--- src/lpht_pkg.sv ---
// ----------------------------------------------------------------------------
// lpht_pkg
// Types and constants shared by the linear probing hash table.
// ----------------------------------------------------------------------------
package lpht_pkg;

   localparam int TABLE_SIZE    = 64;
   localparam int SLOT_BITS     = $clog2(TABLE_SIZE);
   localparam int MAX_KEY_BYTES = 16;
   localparam int VALUE_BITS    = 32;

   localparam logic [31:0] FNV_BASIS = 32'd2166136261;
   localparam logic [31:0] FNV_MULT  = 32'd16777619;

   typedef enum logic [1:0] {
      FUNC_INSERT = 2'd0,
      FUNC_GET    = 2'd1,
      FUNC_DELETE = 2'd2,
      FUNC_NONE   = 2'd3
   } func_type;

   typedef enum logic [2:0] {
      ST_INSERTED  = 3'd0,
      ST_UPDATED   = 3'd1,
      ST_FOUND     = 3'd2,
      ST_NOT_FOUND = 3'd3,
      ST_DELETED   = 3'd4,
      ST_FULL      = 3'd5
   } status_type;

   typedef enum logic [1:0] {
      SLOT_EMPTY = 2'd0,
      SLOT_USED  = 2'd1,
      SLOT_TOMB  = 2'd2
   } slot_state_type;

   typedef enum logic [2:0] {
      S_IDLE,
      S_HASH,
      S_READ,
      S_CHECK,
      S_DONE
   } fsm_type;

   typedef struct packed {
      logic [1:0]  func;
      logic [63:0] key_lo;
      logic [63:0] key_hi;
      logic [4:0]  key_len;
      logic [31:0] value_in;
   } req_type;

   typedef struct packed {
      logic [2:0]  status;
      logic [31:0] value_out;
      logic [5:0]  slot;
   } rsp_type;

   typedef struct packed {
      logic start;
      logic step;
   } hash_ctl_type;

endpackage

--- src/lpht_hash.sv ---
// ----------------------------------------------------------------------------
// lpht_hash
// Byte-serial FNV-1a hash, one key byte per cycle through one multiplier.
// ----------------------------------------------------------------------------
module lpht_hash import lpht_pkg::*; (
   input  logic          clock,
   input  logic          reset,
   input  hash_ctl_type  ctl,
   input  logic [127:0]  key,
   input  logic [4:0]    key_len,
   output logic          done,
   output logic [31:0]   hash
);

   logic [31:0] hash_ff, hash_in;
   logic [4:0]  idx_ff, idx_in;
   logic [7:0]  byte_v;
   logic [31:0] mix;

   assign byte_v = key[{idx_ff[3:0], 3'b000} +: 8];
   assign mix    = hash_ff ^ {24'd0, byte_v};

   always_comb begin
      hash_in = hash_ff;
      idx_in  = idx_ff;
      if (ctl.start) begin
         hash_in = FNV_BASIS;
         idx_in  = 5'd0;
      end else if (ctl.step && !done) begin
         hash_in = 32'(mix * FNV_MULT);
         idx_in  = idx_ff + 5'd1;
      end
   end

   always_ff @(posedge clock) begin
      if (reset) begin
         idx_ff <= 5'd0;
      end else begin
         idx_ff <= idx_in;
      end
      hash_ff <= hash_in;
   end

   assign done = (idx_ff >= key_len);
   assign hash = hash_ff;

endmodule

--- config.mk ---
export PLATFORM = sky130hd
export DESIGN_NAME = lpht_hash
export DESIGN_NICKNAME = d
export VERILOG_FILES = /design/src/lpht_pkg.sv /design/src/lpht_hash.sv
export SDC_FILE = /design/constraint.sdc
export NUM_CORES = 1
export LEC_CHECK = 0
export BUFFER_PORTS_ARGS = -buffer_cell sky130_fd_sc_hd__buf_2
export CORE_ASPECT_RATIO = 1.75
export CORE_MARGIN = 2
export CORE_UTILIZATION = 29
export DETAILED_ROUTE_END_ITERATION = 10
export GPL_ROUTABILITY_DRIVEN = 0
export PLACE_DENSITY = 0.56
export SLEW_MARGIN = 0
export SYNTH_ARGS = -nofsm -noshare
export SYNTH_HDL_FRONTEND = slang
export SYNTH_SLANG_ARGS = --single-unit
export TNS_END_PERCENT = 10
--- constraint.sdc ---
create_clock -name clock -period 9.51 [get_ports clock]
set_input_delay 0.4755 -clock clock [delete_from_list [all_inputs] [get_ports clock]]
set_output_delay 0.4755 -clock clock [all_outputs]
set_load 0.005 [all_outputs]
* Yosys cells after proc, flatten, opt, wreduce, memory -nomap -nowiden
Index checks and enable logic that the tools add are counted.
** Storage, ports and cells
- Bits of input ports :: 137
- Logic and storage cells :: 10
- Output and inout bits :: 33
- Bits in registers :: 37
** Operators by class
- Order comparisons :: 1
- Add/sub/neg operators :: 1
- Reduce and logical (&&, ||, !) cells :: 3
- Bitwise operators :: 1
- $mul :: 1
- Shift-type cells :: 1
** Operators with widths (number)
- $shiftx A128 B8 Y8 :: 1
- $mul A32 B25 Y32 const B :: 1
- $xor A32 B8 Y32 :: 1
- $add A5 B1 Y5 const B :: 1
- $ge A5 B5 Y1 :: 1
- $reduce_or A2 Y1 :: 1
- $logic_and A1 B1 Y1 :: 1
- $logic_not A1 Y1 :: 1

* Depth between registers and ports, before layout
- Word-level depth :: 3
- Depth in mapped cells :: 24
- Mapped depth without buffers :: 22

* Least setup slack after synthesis
OpenSTA, ideal clock, no wires.
- Path kind :: flip-flop to flip-flop
- Start :: register idx_ff[1]
- End :: register hash_ff[30] (netlist: hash[30])
- Arrival time :: 6.950 ns
- Setup time :: 0.062 ns
- Required time :: 9.448 ns
- Path slack :: 2.498 ns
- Path buffers :: 3
- Stages on the path, launching flop included :: 25
- Period minus slack after synthesis :: 7.012 ns
- Cells stage by stage :: dfxtp_1 -> clkbuf_1 -> clkbuf_1 -> clkbuf_1 -> mux4_2 -> mux4_2 -> xor2_1 -> ha_1 -> ha_1 -> fa_1 -> ha_1 -> fa_1 -> ha_1 -> inv_1 -> fa_1 -> inv_1 -> ha_1 -> and4_1 -> o211a_1 -> a22oi_1 -> o21ai_1 -> a211oi_2 -> nor2b_1 -> or4_1 -> nand3_1
** Between the ends
- Longest elaborated chain between the ends :: 3
- Elaborated cells between the ends (all ways) :: 6
- Classes of those cells :: mul (1); order compare (1); shift (1); bitwise (1); reduce/logical (2)
** RTL lines
- start, declared :: line lpht_hash.sv:16 : logic [4:0] idx_ff, idx_in;
- start signal, assigned :: line lpht_hash.sv:39 : idx_ff <= idx_in;
- $shiftx A128 B8 Y8 / $ge A5 B5 Y1 (equally long branches) :: line lpht_hash.sv:20, lpht_hash.sv:44
- $xor A32 B8 Y32 / $logic_not A1 Y1 (equally long branches) :: line lpht_hash.sv:21, lpht_hash.sv:29
- $mul A32 B25 Y32 / $logic_and A1 B1 Y1 (equally long branches) :: line lpht_hash.sv:30, lpht_hash.sv:29
- end signal, assigned :: line lpht_hash.sv:41 : hash_ff <= hash_in;
- end, declared :: line lpht_hash.sv:15 : logic [31:0] hash_ff, hash_in;
Parallel ways exist; a longest one is shown, timed or not.
A chain may end at the register's enable or synchronous reset.

* Worst setup path in the final report
- Start :: register idx_ff[0]
- End :: register hash_ff[30] (netlist: hash[30])
Same word-level chain as after synthesis.

==> flow_summary.toml <==
[place]
portBuffers = 169
dp_hpwl_um = 20800

[final_layout]
diodes = 0
area_growth_syn_to_layout_pct = 15.5
mostFrequentLayoutCells = "ha_1 (190), inv_1 (185), buf_2 (169)"
layout_commonest_cell = "ha_1"
drive_gt1_share_pct = 23.6
final_nets = 1381
nFillCells = 2879

[setup_path]
arrival_ns = 8.14
r2r_slack_ns = 1.63
path_buf_inv = 3
critPathLaunchType = "flip-flop"
critPathTopFamily = "adder cells"
cpMaxStageDelayCell = "dfxtp_2"
cp.required_ns = 9.76
critPathMaxStageDelay_ns = 0.94
crit_path_cell_trace = "buf_4, mux4_2, mux4_2, xor2_1, ha_1, ha_1, fa_1, ha_1, fa_1, ha_1, inv_1, fa_1, inv_1, ha_1, and4_1, o211a_1, a22oi_1, o21ai_1, a211oi_2, nor2b_1, or4_1, nand3_1"
end_kind = "flip-flop"
critPathKind = "flip-flop to flip-flop"
path_common_cell = "ha_1"
crit_path_max_fanout = 30

[detailed_routing]
drt_iter0_markers = 178
vias = 6503
wire_per_inst_um = 17.7
viasPerCell = 4.80
final_antenna_net_count = 0
drt_wl_total_um = 24000
drt_pass1_iterations = 4
remaining_drc_errors = 0

[cts]
ctsResizeCount = 0
clock_latency_ns = 0.31
tritoncts = "yes"
post_cts_buffers = 0
numCtsBuffers = 5
cts-root-buf = "clkbuf_16"
cts_buffer_depth = 2
htree_levels = 2
clkTransAtPathRegs_ns = 0.07
hold_buffers = 0
cts.sinks = 37

[sta]
period_needed_ns = 7.88
whs_ns = 0.393
finalMaxSlewViolations = 0
finClkSkew_ns = 0.00845
setup_violations = 0
hold_viol_final = 0
tns_ns = 0
post-route-period-util_pct = 82.9
relSlewSlack_pct = 37.7
rsz0062_at_grt = "no"
worst_pin_slew_ns = 0.935
max_freq_mhz = 127

[floorplan]
die_w_um = 131
rows = 81
start_util_pct = 29.4
die_h_um = 226
dieArea_mm2 = 0.0296
core-area_mm2 = 0.0279
io_pins = 170

[flow_run]
maxCapViolCount = 0

[global_route]
grt_usage_pct = 17.1
grt_overflow = 0
grt_pass1_wl_um = 37500
use_met1_pct = 15.5
met2_usage_pct = 35.0
grt_max_degree = 43
grt-busiest-layer = "met2"
first_global_vias = 7094
antenna_found_initial = 0
use_met3_pct = 1.66

[synth]
synth_area_mm2 = 0.00818
ys_ff_latch = 37
yosys.area.top_type_share_pct = 29.0
netlist_instances = 842
ys_warn_count = 0
syn_nets = 1243
yosysTopAreaCell = "ha_1"
yosysUniqueCellTypes = 50
avgSynthCellArea_um2 = 9.72
dominantRegCellSynth = "dfxtp_1"
synth-edff-count = 0
ys_top_cells_by_area = "ha_1 (29%), fa_1 (18%), mux4_2 (11%)"
ys_seq_area_share_pct = 9.05
async_reset_ff_share_pct = 0

[min_path]
hp-class = "primary input to flip-flop"

[status]
status = "completed"
==> cell usage after synthesis, types with 3 or more instances <==
library cell	n
a211oi_1	8
a21o_1	8
a21oi_1	39
and3_1	3
buf_1	3
buf_2	3
buf_4	25
clkbuf_1	13
dfxtp_1	37
fa_1	74
ha_1	190
inv_1	185
mux4_2	40
nand2_1	44
nand2b_1	5
nand3_1	8
nand4_1	3
nor2_1	12
nor2b_1	3
nor3_1	8
o211a_1	3
o211ai_1	11
o21a_1	7
o21ai_0	23
o21bai_1	3
xnor2_1	28
xor2_1	26
==> state kept, by name, indices dropped and copies added, names as in the netlist <==
name	flops
hash	32
idx_ff	5
==> cells by family after synthesis <==
| group | synth area share, % |
|---|---|
| multiplexers | 11.1 |
| XOR/XNOR | 6.18 |
| buffers and inverters | 11.7 |
| AND/OR/NAND/NOR | 5.35 |
| adder cells (fa/ha/maj) | 47.1 |
| flip-flops | 9.05 |
| AO/OA/AOI/OAI | 9.40 |
==> layer usage <==
| layer | vias up | share of wire (%) |
|---|---|---|
| li1 | 3096 | - |
| met1 | 3116 | 32 |
| met2 | 236 | 59 |
| met3 | 55 | 3.7 |
| met4 | 0 | 5.8 |
| met5 | - | 0 |
==> per-stage QoR <==
step | util, % | setup WS, ns | std cells | cell area (µm²)
after floorplan | - | 2.50 | 842 | 8180
after global placement | 33.3 | 1.65 | 1346 | 9280
after detailed placement | 33.3 | 1.57 | 1346 | 9280
after CTS | 33.9 | 1.55 | 1354 | 9450
after global routing | 33.9 | 1.19 | 1354 | 9450
final | 33.9 | 1.63 | 1354 | 9450
==> path summary, 6_finish.rpt <==
check | from | endpoint | cells past startpoint
worst max-delay path | idx_ff[0] | hash[30] | 22
worst min register to register | hash[1] | hash[1] | 2
worst max register to register | idx_ff[0] | hash[30] | 22
worst min-delay path | reset | idx_ff[0] | 2
==> cell type report <==
cell class | instances | area [µm²] | area share (%)
clock buffer | 7 | 143 | 1.51
clock inverter | 1 | 30.0 | 0.318
inverter | 186 | 698 | 7.39
multi-input combinational | 575 | 6480 | 68.6
sequential | 37 | 742 | 7.85
tap | 373 | 467 | 4.94
timing repair buffer | 175 | 891 | 9.42
Power is left out: the tool's default activity adds up to more than one toggle a clock period on the data nets, which glitch-free logic cannot reach.
